[config.mk]
export PLATFORM = sky130hd
export DESIGN_NAME = mdc_queue
export DESIGN_NICKNAME = d
export VERILOG_FILES = /design/src/hdl/mdc_pkg.sv /design/src/hdl/mdc_queue.sv
export SDC_FILE = /design/constraint.sdc
export NUM_CORES = 1
export LEC_CHECK = 0
export ABC_AREA = 1
export BUFFER_PORTS_ARGS = -buffer_cell sky130_fd_sc_hd__buf_2
export CORE_ASPECT_RATIO = 0.75
export CORE_MARGIN = 4
export CORE_UTILIZATION = 30
export DETAILED_ROUTE_END_ITERATION = 16
export PLACE_DENSITY = 0.53
export SYNTH_ARGS = -nofsm -noshare
export SYNTH_HDL_FRONTEND = slang
export SYNTH_SLANG_ARGS = --single-unit
[constraint.sdc]
create_clock -name clk -period 3.3 [get_ports clk]
set_input_delay 0.33 -clock clk [delete_from_list [all_inputs] [get_ports clk]]
set_output_delay 0.33 -clock clk [all_outputs]
set_load 0.02 [all_outputs]
[src/hdl/mdc_pkg.sv]
// shared types, constants and helpers for the masked density correlation core
`timescale 1ns / 1ps
`default_nettype none
package mdc_pkg;
	localparam int MAX_POINTS_DEF = 65536;
	localparam int FRAC_BITS_DEF  = 16;
	localparam int CNT_W          = 17;
	localparam int SAMPLE_W       = 32;
	localparam int CFG_IDX_W      = 3;
	localparam int CFG_DATA_W     = 32;
	localparam int QUEUE_DEPTH    = 4;

	// register indexes
	localparam logic [CFG_IDX_W-1:0] REG_MEAN_A        = 3'd0;
	localparam logic [CFG_IDX_W-1:0] REG_STDEV_A       = 3'd1;
	localparam logic [CFG_IDX_W-1:0] REG_MEAN_B        = 3'd2;
	localparam logic [CFG_IDX_W-1:0] REG_STDEV_B       = 3'd3;
	localparam logic [CFG_IDX_W-1:0] REG_OUTLIER_LIMIT = 3'd4;

	// result status codes
	localparam logic [1:0] STAT_OK    = 2'd0;
	localparam logic [1:0] STAT_EMPTY = 2'd1;
	localparam logic [1:0] STAT_ZVAR  = 2'd2;

	localparam logic [15:0] CORR_MINUS_ONE = 16'h8000;
	localparam logic [15:0] CORR_MAX       = 16'h7FFF;

	typedef enum logic [1:0] {
		KIND_SKIP,
		KIND_OUTLIER,
		KIND_USED
	} kind_t;

	typedef struct packed {
		logic signed [31:0] sample_a;
		logic signed [31:0] sample_b;
		logic               last_point;
	} sample_t;

	typedef struct packed {
		logic signed [15:0] correlation;
		logic [1:0]         status;
		logic [16:0]        used_count;
		logic [16:0]        outlier_count;
	} result_t;

	typedef struct packed {
		logic signed [31:0] mean_a;
		logic [30:0]        stdev_a;
		logic signed [31:0] mean_b;
		logic [30:0]        stdev_b;
		logic [30:0]        outlier_limit;
	} cfg_t;

	typedef struct packed {
		kind_t       kind;
		logic [31:0] za;
		logic [31:0] zb;
		logic        last;
	} work_t;

	function automatic logic [63:0] sat_add(input logic [63:0] a, input logic [63:0] b);
		logic [64:0] s;
		s = {1'b0, a} + {1'b0, b};
		return s[64] ? {64{1'b1}} : s[63:0];
	endfunction
endpackage
`default_nettype wire

[src/hdl/mdc_queue.sv]
// short queue between front end and back end
`timescale 1ns / 1ps
`default_nettype none
module mdc_queue (
	input  logic           clk,
	input  logic           arst_n,
	input  logic           push,
	input  mdc_pkg::work_t wdata,
	output logic           full,
	output logic           valid,
	output mdc_pkg::work_t rdata,
	input  logic           pop
);
	import mdc_pkg::*;

	localparam int PTR_W = $clog2(QUEUE_DEPTH);

	work_t            mem_q [QUEUE_DEPTH];
	logic [PTR_W-1:0] wr_ptr_q, rd_ptr_q;
	logic [PTR_W:0]   count_q;

	assign full  = (count_q == (PTR_W+1)'(QUEUE_DEPTH));
	assign valid = (count_q != '0);
	assign rdata = mem_q[rd_ptr_q];

	always_ff @(posedge clk) begin
		if (push) begin
			mem_q[wr_ptr_q] <= wdata;
		end
	end

	always_ff @(posedge clk or negedge arst_n) begin
		if (!arst_n) begin
			wr_ptr_q <= '0;
			rd_ptr_q <= '0;
			count_q  <= '0;
		end else begin
			if (push) begin
				wr_ptr_q <= wr_ptr_q + PTR_W'(1);
			end
			if (pop) begin
				rd_ptr_q <= rd_ptr_q + PTR_W'(1);
			end
			if (push && !pop) begin
				count_q <= count_q + (PTR_W+1)'(1);
			end else if (!push && pop) begin
				count_q <= count_q - (PTR_W+1)'(1);
			end
		end
	end
endmodule
`default_nettype wire

==> qor.yml <==
outcome:
  status: "finished, final reports clean"
sta:
  worst_hold_slack_ns: 0.0436
  tightestPinTransition_ns: 0.735
  finClkSkew_ns: 0.00541
  max_freq_mhz: 360
  relSlewSlack_pct: 51.0
  fin_crit_sh_pct: 84.2
  rsz0062_at_grt: "false"
  fin_tns_setup_ns: 0
  finalHoldViolCount: 0
  setup_viol_count_final: 0
  min_period_ns: 2.78
  finalMaxSlewViolations: 0
routing:
  drc: 0
  first_pass_iters: 4
  num_vias: 6592
  wl_per_cell_um: 15.9
  drtIter0Drc: 276
  postRouteAntennaNets: 0
  routed_wl_mm: 24.9
  viasPerCell: 4.19
synth:
  synth-edff-count: 268
  synth.net_count: 908
  synth_area_um2: 11600
  synth_cell_types: 20
  async_reset_ff_share_pct: 2.55
  ys_ff_latch: 275
  syn_area_per_cell_um2: 14.0
  yosysWarnings: 0
  ys.flop_type: "edfxtp_1"
  synthCells: 831
  yosysSeqAreaShare_pct: 70.7
floorplanning:
  initial_core_util_pct: 30.4
  design.die.area_um2: 42000
  die_x_um: 235
  die_h_um: 179
  rows: 62
  pin_count: 140
  core_area_um2: 38200
grt:
  grt_max_degree: 69
  antenna_found_initial: 1
  grt_usage_pct: 11.8
  grt_pass1_vias: 6586
  grt_pass1_wl_mm: 39.0
  grt-ovfl-total: 0
pwr:
  ir_worst_vdd_v: 0.000636
  p_int_w: 0.00806
  clockPowerShare_pct: 25.0
  power_density_nw_per_um2: 902
  cellLeakagePower_nw: 5.76
  power_frac_seq_pct: 38.5
  sw_frac_of_total_pct: 37.8
  switchingPower_w: 0.00490
  pwr-share-comb_pct: 36.6
finish:
  final_core_util_pct: 37.6
  nNetsFinal: 1118
  ff_latch_area_um2: 8230
  drive_gt1_share_pct: 28.0
  nFillCells: 3603
  fin_area_um2: 14400
  layout_common_cells: "edfxtp_1 (268), nand2_1 (215), inv_1 (141)"
  multiInputGateArea_um2: 2430
  areaGrowthSynthToFinish_pct: 23.6
  final_cells: 1572
  layout_commonest_cell: "edfxtp_1"
setup_path:
  worstPathCellList: "inv_4, buf_4, o211ai_1, nand2_1, buf_2"
  critPathSlowestCell: "dfrtp_4"
  cp-start-kind: "flip-flop"
  startpoint: "rd_ptr_q[1]"
  reg2reg_slack_ns: 1.32
  r2r_start: "wr_ptr_q[0]"
  arrival_ns: 2.45
  setup.worst_path.end: "rdata[59]"
  path_class: "flip-flop to output pin"
  cp.required_ns: 2.97
  worstPathMaxFanout: 30
  worst-r2r-cell-count: 5
  reg2reg_to: "mem_q[0][9]"
  crit_path_end_kind: "output pin"
  cpPeakStageDelay_ns: 0.71
clocking:
  post_cts_resized: 0
  cts_max_level: 1
  clock_latency_ns: 0.55
  cts_buffers: 30
  cts_buffer_depth: 3
  cts_tree: "built"
  cts_sinks: 275
  cts_root_buf: "clkbuf_16"
  cts_setup_buffers: 0
  cts.clk_slew.worst_paths_ns: 0.06
run:
  cap_violations: 0
worst_hold_path:
  holdPathStages: 1
  hold_path_class: "input port to flip-flop"
place:
  placed_area_um2: 12800
  port_buffers: 139
  gp_congestion: 0.665
  hpwl_mm: 14.7
  placed_cells: 1453
==> synthesized netlist by cell type, types with 3 or more instances <==
library cell	instances	share of area, %
dfrtp_1	7	1.5
nand2_1	215	6.9
buf_6	30	2.9
o211ai_2	95	10
inv_1	145	4.7
buf_2	14	0.60
ha_1	5	0.54
o211ai_1	39	2.5
xor2_1	3	0.23
edfxtp_1	268	69
==> worst min-delay path by stage <==
stage / startpoint / end / slack, ns
detailed placement: arst_n / count_q[0] / 0.20
CTS: wdata[26] / mem_q[3][26] / 0.003
global placement: arst_n / count_q[0] / 0.21
global route: wdata[26] / mem_q[3][26] / 0.01
finish: wdata[26] / mem_q[3][26] / 0.04
floorplan: arst_n / count_q[0] / 0.03
==> layout make-up <==
class,count,area share (%)
Antenna cell,1,0.0174
Tap cell,512,4.46
Multi-Input combinational cell,364,16.9
Inverter,146,3.86
Sequential cell,275,57.2
Clock inverter,13,0.983
Timing Repair Buffer,224,11.0
Clock buffer,37,5.55
==> sequential cells by signal (all words and copies together) (netlist names) <==
signal and count:
wr_ptr_q 2, rd_ptr_q 2, count_q 3, mem_q 268
==> power by group through the flow <==
stage,combinational [W],sequential (W),clock (W)
CTS,0.00489,0.00500,0.00337
global route,0.00523,0.00506,0.00351
detailed placement,0.00482,0.00507,0
global placement,0.00480,0.00506,0
floorplan,0.00373,0.00483,0
finish,0.00474,0.00499,0.00324
==> routing by layer <==
metal  up-vias  wire [um]  share of wire, %  track usage, %
met4         0        549               2.2            2.62
li1       3309          -                 -               -
met2       115      11400                46            18.9
met5         -          0                 0               0
met3        40       1000               4.0            2.63
met1      3128      12000                48            16.4
==> repair_timing <==
item	4_1_cts	5_1_grt
hold buffers	68	0
endpoints found under the setup margin	0	0
hold endpoints to repair	269	0
==> stage by stage <==
step / power (W) / setup slack, ns
final: 0.0130 / 0.523
after CTS: 0.0133 / 0.419
after floorplan: 0.00856 / 0.906
after detailed placement: 0.00989 / 1.04
after global placement: 0.00986 / 1.02
after global routing: 0.0138 / 0.339
==> worst max-delay path: cells and delay by family (launching register included) <==
| kind | cells | cell delay (ns) |
|---|---|---|
| flops | 1 | 0.71 |
| compound gates | 1 | 0.15 |
| buf+inv | 3 | 0.87 |
| simple gates | 1 | 0.14 |
==> cell families (layout without fill, tap and decap cells) <==
kind of cell,after synthesis,in the layout,synth area share (%)
AO/OA/AOI/OAI,135,135,12.8
XOR/XNOR,4,4,0.301
adder cells (fa/ha/maj),6,6,0.710
buffers and inverters,192,420,8.40
flip-flops,275,275,70.7
other,0,1,0
AND/OR/NAND/NOR,219,219,7.11
Note: power is estimated with default switching activity, not from simulation.
