[src/hdl/mdc_pkg.sv]
// shared types, constants and helpers for the masked density correlation core
`timescale 1ns / 1ps
`default_nettype none
package mdc_pkg;
	localparam int MAX_POINTS_DEF = 65536;
	localparam int FRAC_BITS_DEF  = 16;
	localparam int CNT_W          = 17;
	localparam int SAMPLE_W       = 32;
	localparam int CFG_IDX_W      = 3;
	localparam int CFG_DATA_W     = 32;
	localparam int QUEUE_DEPTH    = 4;

	// register indexes
	localparam logic [CFG_IDX_W-1:0] REG_MEAN_A        = 3'd0;
	localparam logic [CFG_IDX_W-1:0] REG_STDEV_A       = 3'd1;
	localparam logic [CFG_IDX_W-1:0] REG_MEAN_B        = 3'd2;
	localparam logic [CFG_IDX_W-1:0] REG_STDEV_B       = 3'd3;
	localparam logic [CFG_IDX_W-1:0] REG_OUTLIER_LIMIT = 3'd4;

	// result status codes
	localparam logic [1:0] STAT_OK    = 2'd0;
	localparam logic [1:0] STAT_EMPTY = 2'd1;
	localparam logic [1:0] STAT_ZVAR  = 2'd2;

	localparam logic [15:0] CORR_MINUS_ONE = 16'h8000;
	localparam logic [15:0] CORR_MAX       = 16'h7FFF;

	typedef enum logic [1:0] {
		KIND_SKIP,
		KIND_OUTLIER,
		KIND_USED
	} kind_t;

	typedef struct packed {
		logic signed [31:0] sample_a;
		logic signed [31:0] sample_b;
		logic               last_point;
	} sample_t;

	typedef struct packed {
		logic signed [15:0] correlation;
		logic [1:0]         status;
		logic [16:0]        used_count;
		logic [16:0]        outlier_count;
	} result_t;

	typedef struct packed {
		logic signed [31:0] mean_a;
		logic [30:0]        stdev_a;
		logic signed [31:0] mean_b;
		logic [30:0]        stdev_b;
		logic [30:0]        outlier_limit;
	} cfg_t;

	typedef struct packed {
		kind_t       kind;
		logic [31:0] za;
		logic [31:0] zb;
		logic        last;
	} work_t;

	function automatic logic [63:0] sat_add(input logic [63:0] a, input logic [63:0] b);
		logic [64:0] s;
		s = {1'b0, a} + {1'b0, b};
		return s[64] ? {64{1'b1}} : s[63:0];
	endfunction
endpackage
`default_nettype wire

[src/hdl/mdc_front.sv]
// front end: mask test, outlier test and positive deviations of one sample pair
`timescale 1ns / 1ps
`default_nettype none
module mdc_front (
	input  mdc_pkg::cfg_t    cfg,
	input  mdc_pkg::sample_t sample,
	output mdc_pkg::work_t   work,
	output logic             keep
);
	import mdc_pkg::*;

	logic signed [32:0] da, db;
	logic signed [33:0] da2, db2;
	logic [31:0]        abs_a, abs_b;
	logic               skip, outlier;

	always_comb begin
		da  = {sample.sample_a[31], sample.sample_a} - {cfg.mean_a[31], cfg.mean_a};
		db  = {sample.sample_b[31], sample.sample_b} - {cfg.mean_b[31], cfg.mean_b};
		da2 = {da, 1'b0};
		db2 = {db, 1'b0};
		skip = (da2 < $signed({3'b000, cfg.stdev_a})) && (db2 < $signed({3'b000, cfg.stdev_b}));
		abs_a = sample.sample_a[31] ? (~sample.sample_a + 32'd1) : sample.sample_a;
		abs_b = sample.sample_b[31] ? (~sample.sample_b + 32'd1) : sample.sample_b;
		outlier = (abs_a > {1'b0, cfg.outlier_limit}) || (abs_b > {1'b0, cfg.outlier_limit});

		work.kind = skip ? KIND_SKIP : (outlier ? KIND_OUTLIER : KIND_USED);
		work.za   = (!da[32] && (da != 33'sd0)) ? da[31:0] : 32'd0;
		work.zb   = (!db[32] && (db != 33'sd0)) ? db[31:0] : 32'd0;
		work.last = sample.last_point;
		// skipped pairs only travel on when they close the set
		keep = !skip || sample.last_point;
	end
endmodule
`default_nettype wire

[config.mk]
export PLATFORM = sky130hd
export DESIGN_NAME = mdc_front
export DESIGN_NICKNAME = d
export VERILOG_FILES = /design/src/hdl/mdc_pkg.sv /design/src/hdl/mdc_front.sv
export SDC_FILE = /design/constraint.sdc
export NUM_CORES = 1
export LEC_CHECK = 0
export CORE_MARGIN = 2
export CORE_UTILIZATION = 50
export DETAILED_ROUTE_END_ITERATION = 10
export DONT_BUFFER_PORTS = 1
export PLACE_DENSITY = 0.68
export SLEW_MARGIN = 5
export SYNTH_ARGS = -nofsm -noshare
export SYNTH_HDL_FRONTEND = slang
export SYNTH_SLANG_ARGS = --single-unit
[constraint.sdc]
create_clock -name vclk -period 5.1
set_input_delay 0.765 -clock vclk [all_inputs]
set_output_delay 0.765 -clock vclk [all_outputs]
set_load 0.1 [all_outputs]
==> results of run 1 <==
metrics by stage:
stage                     setup WS, ns  utilization  setup TNS (ns)  area, sq um
after global placement          -0.537        0.653           -1.49        10400
final                           -0.471        0.687           -1.12        11000
after detailed placement        -0.625        0.653           -1.77        10400
after global routing            -0.638        0.687           -1.65        11000
after CTS                       -0.450        0.679           -1.08        10800
after floorplan                 -0.563            -           -1.66         8280
power by group through the flow:
stage          sequential, mW  combinational (mW)  clock [mW]
2_1_floorplan               0                1.77           0
3_3_place_gp                0                2.47           0
3_5_place_dp                0                2.51           0
4_1_cts                     0                2.58           0
5_1_grt                     0                2.80           0
6_report                    0                2.62           0
worst max-delay path by stage:
stage / end / slack, ns / depth (start not counted)
6_report: work[66] / -0.47 / 18
2_1_floorplan: keep / -0.56 / 19
4_1_cts: work[66] / -0.45 / 16
3_5_place_dp: work[66] / -0.62 / 23
3_3_place_gp: work[66] / -0.54 / 17
5_1_grt: work[66] / -0.64 / 18
critical path, cell delays in order:
cell	delay, ns
sky130_fd_sc_hd__or4_4	0.54
sky130_fd_sc_hd__or3_4	0.36
sky130_fd_sc_hd__or2_4	0.24
sky130_fd_sc_hd__or3_4	0.37
sky130_fd_sc_hd__or2_4	0.28
sky130_fd_sc_hd__buf_6	0.12
sky130_fd_sc_hd__o31ai_4	0.20
sky130_fd_sc_hd__xnor2_2	0.15
sky130_fd_sc_hd__ha_1	0.27
sky130_fd_sc_hd__a21o_1	0.18
sky130_fd_sc_hd__a21o_1	0.16
sky130_fd_sc_hd__a21oi_1	0.14
sky130_fd_sc_hd__o21ai_1	0.14
sky130_fd_sc_hd__o31ai_4	0.08
sky130_fd_sc_hd__o221ai_2	0.11
sky130_fd_sc_hd__and4b_1	0.32
sky130_fd_sc_hd__a21boi_4	0.21
sky130_fd_sc_hd__buf_12	0.19
cell families (layout without fill, tap and decap cells):
kind of cell,Yosys count,count (layout),share of synthesized area
buffers and inverters,208,405,0.0959
AOI/OAI and AO/OA,335,335,0.267
muxes,2,2,0.00260
adders and majority gates,190,190,0.292
and+or+nand+nor,338,338,0.219
xor gates and xnor gates,116,116,0.124
synthesized netlist by cell type, types with 24 or more instances:
master                     number
sky130_fd_sc_hd__o31ai_1       24
sky130_fd_sc_hd__and2_1        61
sky130_fd_sc_hd__xnor2_1       97
sky130_fd_sc_hd__ha_1         188
sky130_fd_sc_hd__nand4_1       30
sky130_fd_sc_hd__a21oi_1       81
sky130_fd_sc_hd__nand2_1       81
sky130_fd_sc_hd__nor2_1        59
sky130_fd_sc_hd__a21o_1        48
sky130_fd_sc_hd__inv_1        181
sky130_fd_sc_hd__o21ai_0       75
sky130_fd_sc_hd__clkbuf_1      24
cell type report:
| cell class | count | area share |
|---|---|---|
| tap | 216 | 0.0247 |
| multi-input combinational | 981 | 0.720 |
| inverter | 181 | 0.0635 |
| timing repair buffer | 224 | 0.192 |
per-layer routing:
metal / vias up / global-route usage / share of wire
met5: - / 0 / 0
met4: 0 / 0.124 / 0.050
met3: 81 / 0.0427 / 0.065
met2: 347 / 0.534 / 0.48
met1: 4134 / 0.329 / 0.41
li1: 4624 / - / -
repair_timing:
item | in CTS | in global routing
gates resized for setup | 67 | 18
gates cloned | 0 | 0
setup endpoints to repair | 3 | 3
pin swaps | 59 | 23
buffers inserted | 17 | 5
==> out/summary.txt, run 1 <==
================================================================================
Run status                                                          complete, but fails checks
Violations in the final reports                                     negative setup slack
CORE AREA                                                            15900 sq um
Count of buffers from port buffering                                           0
Sw Share                                                                   0.630
DIE HEIGHT                                                           132 microns
Most common cell after layout, fill and taps aside                  sky130_fd_sc_hd__buf_4
Ports                                                                        290
Worst min-delay path endpoint                                            work[0]
Std cell rows                                                                 46
Synthesized instance count                                                  1189
Syn nets                                                                    1601
Clock power share                                                              0
Type of element launching the critical path                            input pin
Mean instance size in the synthesized netlist                         6.89 sq um
Effective utilization at floorplan                                         0.514
Main area contributors after synthesis                              sky130_fd_sc_hd__ha_1 (29%), sky130_fd_sc_hd__xnor2_1 (10%), sky130_fd_sc_hd__inv_1 (8.3%)
Max-slew headroom                                                          0.645
Setup CP Type                                                          in -> out
Global-route usage over all layers                                         0.289
Number of antenna violations at the first check in global routing              0
Largest net degree at the start of global routing                             34
Sequential element share of the synthesized area                               0
Layout clock buffer count                                                      0
Proportion of netlist area held by the largest area contributor            0.287
Routability congestion estimate                                            0.923
Warnings, synthesis                                                            0
Smallest setup slack after layout                                      -0.471 ns
Hold wc startpoint                                                     sample[0]
Final count of hold timing violations                                          0
Internal power contribution                                               967 uW
Hold WC Path Type                                                      in -> out
Die outline width                                                    132 microns
CP startpoint                                                          sample[6]
Worst Tran Pin Value                                                    0.519 ns
Routed wire length                                                  26300 microns
Ant diodes                                                                     0
Critical-path maximum fanout                                                   6
Post-detailed-route DRC marker count                                           0
Number of nets in the finished design                                       1800
Data arrival time of the critical path                                   4.81 ns
Detailed-route via count                                                    9186
Count of distinct cell types in the synthesized netlist                       63
Global-route wire length before repair                              42700 microns
Final non-filler cell total                                                 1602
Number of placed cells counting well taps                                   1581
RSZ-0062 raised after global routing                                        true
FF/Latch Area                                                            0 sq um
Via-per-instance ratio                                                      5.73
Fmax                                                                   0.180 GHz
Worst hold-check slack                                                   1.53 ns
Per-cell routed wire length                                         16.4 microns
Number of pins exceeding their max-slew limit in the final report              0
Hold Crit Depth                                                                0
Synthesis-to-layout area growth                                            33.7%
Post-route antenna net violation count                                         0
Endpoints failing setup                                                        3
Cell taking the most area after synthesis                           sky130_fd_sc_hd__ha_1
HPWL after detailed placement                                       22900 microns
Net Switching                                                            1.65 mW
Total design power                                                       2.62 mW
Fill cells                                                                  1370
Multi-input gate area                                                 7890 sq um
Number of DRC markers in iteration 0                                         428
CP endpoint kind                                                      output pin
Overall overflow remaining after global route                                  0
Leakage power figure                                                     5.53 nW
Maximum ir drop on the vdd rail                                       0.000278 V
Fraction of the cycle the final worst path needs                            1.09
Final critical delay including setup and external delays                 5.57 ns
Leading cell types in the layout, fill and taps excluded            sky130_fd_sc_hd__buf_4 (189), sky130_fd_sc_hd__ha_1 (184), sky130_fd_sc_hd__inv_1 (179)
Via count of the first global-routing pass                                  9402
Total power density per cell area                                    239 nW/um^2
Post-CTS Hold Fix Bufs                                                         0
Fraction of layout cells with a size suffix above 1                        0.229
Netlist area before placement                                         8190 sq um
Part of the power in combinational logic                                   1.000
Iteration count of the initial detailed-routing pass                           5
Sequential share of power                                                      0
Max-capacitance violation count                                                0
Sequential cells                                                               0
WP data required                                                         4.34 ns
Die Footprint                                                        17400 sq um
================================================================================
(Power assumes the default switching activity.)
==> run 2: changes to the inputs <==
--- a/config.mk
+++ b/config.mk
@@ -9,7 +9,7 @@
 export CORE_UTILIZATION = 50
 export DETAILED_ROUTE_END_ITERATION = 10
 export DONT_BUFFER_PORTS = 1
-export PLACE_DENSITY = 0.68
+export PLACE_DENSITY = 0.72
 export SLEW_MARGIN = 5
 export SYNTH_ARGS = -nofsm -noshare
 export SYNTH_HDL_FRONTEND = slang
==> out/summary.txt, run 2 (synthesized netlist as in run 1, its figures left out) <==
================================================================================
Routability congestion estimate                                            0.909
Std cell rows                                                                 46
Worst min-delay path endpoint                                            work[0]
Final count of hold timing violations                                          0
Per-cell routed wire length                                         16.6 microns
Overall overflow remaining after global route                                  0
Total power density per cell area                                    240 nW/um^2
Ports                                                                        290
Violations in the final reports                                     negative setup slack
Leakage power figure                                                     5.41 nW
Setup TNS                                                               -1.13 ns
Fraction of layout cells with a size suffix above 1                        0.210
Number of pins exceeding their max-slew limit in the final report              0
Post-detailed-route DRC marker count                                           0
Die Footprint                                                        17400 sq um
Maximum ir drop on the vdd rail                                       0.000256 V
Clock power share                                                              0
Global-route wire length before repair                              42000 microns
Setup CP Type                                                          in -> out
Type of element launching the critical path                            input pin
Hold Crit Depth                                                                0
Critical-path maximum fanout                                                   5
Hold WC Path Type                                                      in -> out
Die outline width                                                    132 microns
Via-per-instance ratio                                                      5.74
Part of the power in combinational logic                                   1.000
Number of antenna violations at the first check in global routing              0
Placement-stage worst setup slack                                      -0.633 ns
Worst hold-check slack                                                   1.53 ns
FF/Latch Area                                                            0 sq um
Fill cells                                                                  1375
Sw Share                                                                   0.634
Fmax                                                                   0.180 GHz
Post-route antenna net violation count                                         0
Number of DRC markers in iteration 0                                         380
DIE HEIGHT                                                           132 microns
Iteration count of the initial detailed-routing pass                           5
Endpoints failing setup                                                        3
Data arrival time of the critical path                                   4.80 ns
Global-route usage over all layers                                         0.283
Final critical delay including setup and external delays                 5.56 ns
WP data required                                                         4.34 ns
Synthesis-to-layout area growth                                            31.1%
Run status                                                          complete, but fails checks
Number of nets in the finished design                                       1778
RSZ-0062 raised after global routing                                        true
Sequential share of power                                                      0
Effective utilization at floorplan                                         0.514
Max-slew headroom                                                          0.538
Smallest setup slack after layout                                      -0.462 ns
HPWL after detailed placement                                       23100 microns
Largest net degree at the start of global routing                             34
Sequential cells                                                               0
Multi-input gate area                                                 7820 sq um
Worst Tran Pin Value                                                    0.692 ns
Leading cell types in the layout, fill and taps excluded            sky130_fd_sc_hd__ha_1 (185), sky130_fd_sc_hd__inv_1 (179), sky130_fd_sc_hd__buf_4 (165)
Hold wc startpoint                                                     sample[0]
Ant diodes                                                                     0
Fraction of the cycle the final worst path needs                            1.09
Net Switching                                                            1.64 mW
Routed wire length                                                  26300 microns
Most common cell after layout, fill and taps aside                  sky130_fd_sc_hd__ha_1
Max-capacitance violation count                                                0
CP endpoint kind                                                      output pin
Via count of the first global-routing pass                                  9071
Detailed-route via count                                                    9066
Internal power contribution                                               943 uW
CORE AREA                                                            15900 sq um
Count of buffers from port buffering                                           0
Layout clock buffer count                                                      0
================================================================================
run 2: worst max-delay path: stages:
cell                       delay, ns
sky130_fd_sc_hd__or4_4          0.54
sky130_fd_sc_hd__or3_4          0.36
sky130_fd_sc_hd__or2_4          0.24
sky130_fd_sc_hd__or3_4          0.37
sky130_fd_sc_hd__or2_4          0.26
sky130_fd_sc_hd__buf_4          0.14
sky130_fd_sc_hd__o31ai_4        0.17
sky130_fd_sc_hd__xnor2_1        0.14
sky130_fd_sc_hd__ha_1           0.26
sky130_fd_sc_hd__a21o_1         0.18
sky130_fd_sc_hd__a21o_1         0.18
sky130_fd_sc_hd__a21oi_1        0.20
sky130_fd_sc_hd__o21ai_2        0.09
sky130_fd_sc_hd__o31ai_4        0.06
sky130_fd_sc_hd__o221ai_2       0.11
sky130_fd_sc_hd__and4b_1        0.31
sky130_fd_sc_hd__a21boi_4       0.22
sky130_fd_sc_hd__buf_12         0.19
run 2: through the flow:
step                power, mW  utilization  std cells  cell area, sq um
floorplan                1.77            -       1189              8280
global placement         2.46        0.649       1571             10300
detailed placement       2.50        0.649       1571             10300
CTS                      2.54        0.661       1576             10500
global route             2.74        0.674       1580             10700
finish                   2.58        0.674       1580             10700
run 2: layout make-up:
type | instances | share of cell area
tap | 216 | 0.0252
multi-input combinational | 981 | 0.728
inverter | 181 | 0.0648
timing repair buffer | 202 | 0.182
run 2: power groups by stage:
| stage | Sequential (mW) | Combinational, mW | Clock (mW) |
|---|---|---|---|
| 5_1_grt | 0 | 2.74 | 0 |
| 3_5_place_dp | 0 | 2.50 | 0 |
| 2_1_floorplan | 0 | 1.77 | 0 |
| 6_report | 0 | 2.58 | 0 |
| 4_1_cts | 0 | 2.54 | 0 |
| 3_3_place_gp | 0 | 2.46 | 0 |
run 2: layer usage:
metal,vias up,GRT usage,part of all wire
li1,4575,-,-
met1,4144,0.322,0.40
met2,307,0.551,0.51
met3,40,0.0458,0.066
met4,0,0.0580,0.025
met5,-,0,0
run 2: what timing repair did:
item / CTS / global route
setup endpoints to repair: 3 / 33
gates resized for setup: 37 / 33
pin swaps: 21 / 20
hold endpoints to repair: 0 / 0
setup buffers: 5 / 4
hold buffers: 0 / 0
run 2: worst max-delay path by stage:
stage | cells after the start | end | startpoint | slack (ns)
final | 18 | work[66] | sample[8] | -0.46
after global routing | 22 | keep | cfg[65] | -0.60
after CTS | 16 | work[66] | sample[8] | -0.45
after detailed placement | 17 | work[66] | sample[8] | -0.63
after global placement | 17 | work[66] | sample[8] | -0.54
after floorplan | 19 | keep | sample[1] | -0.56
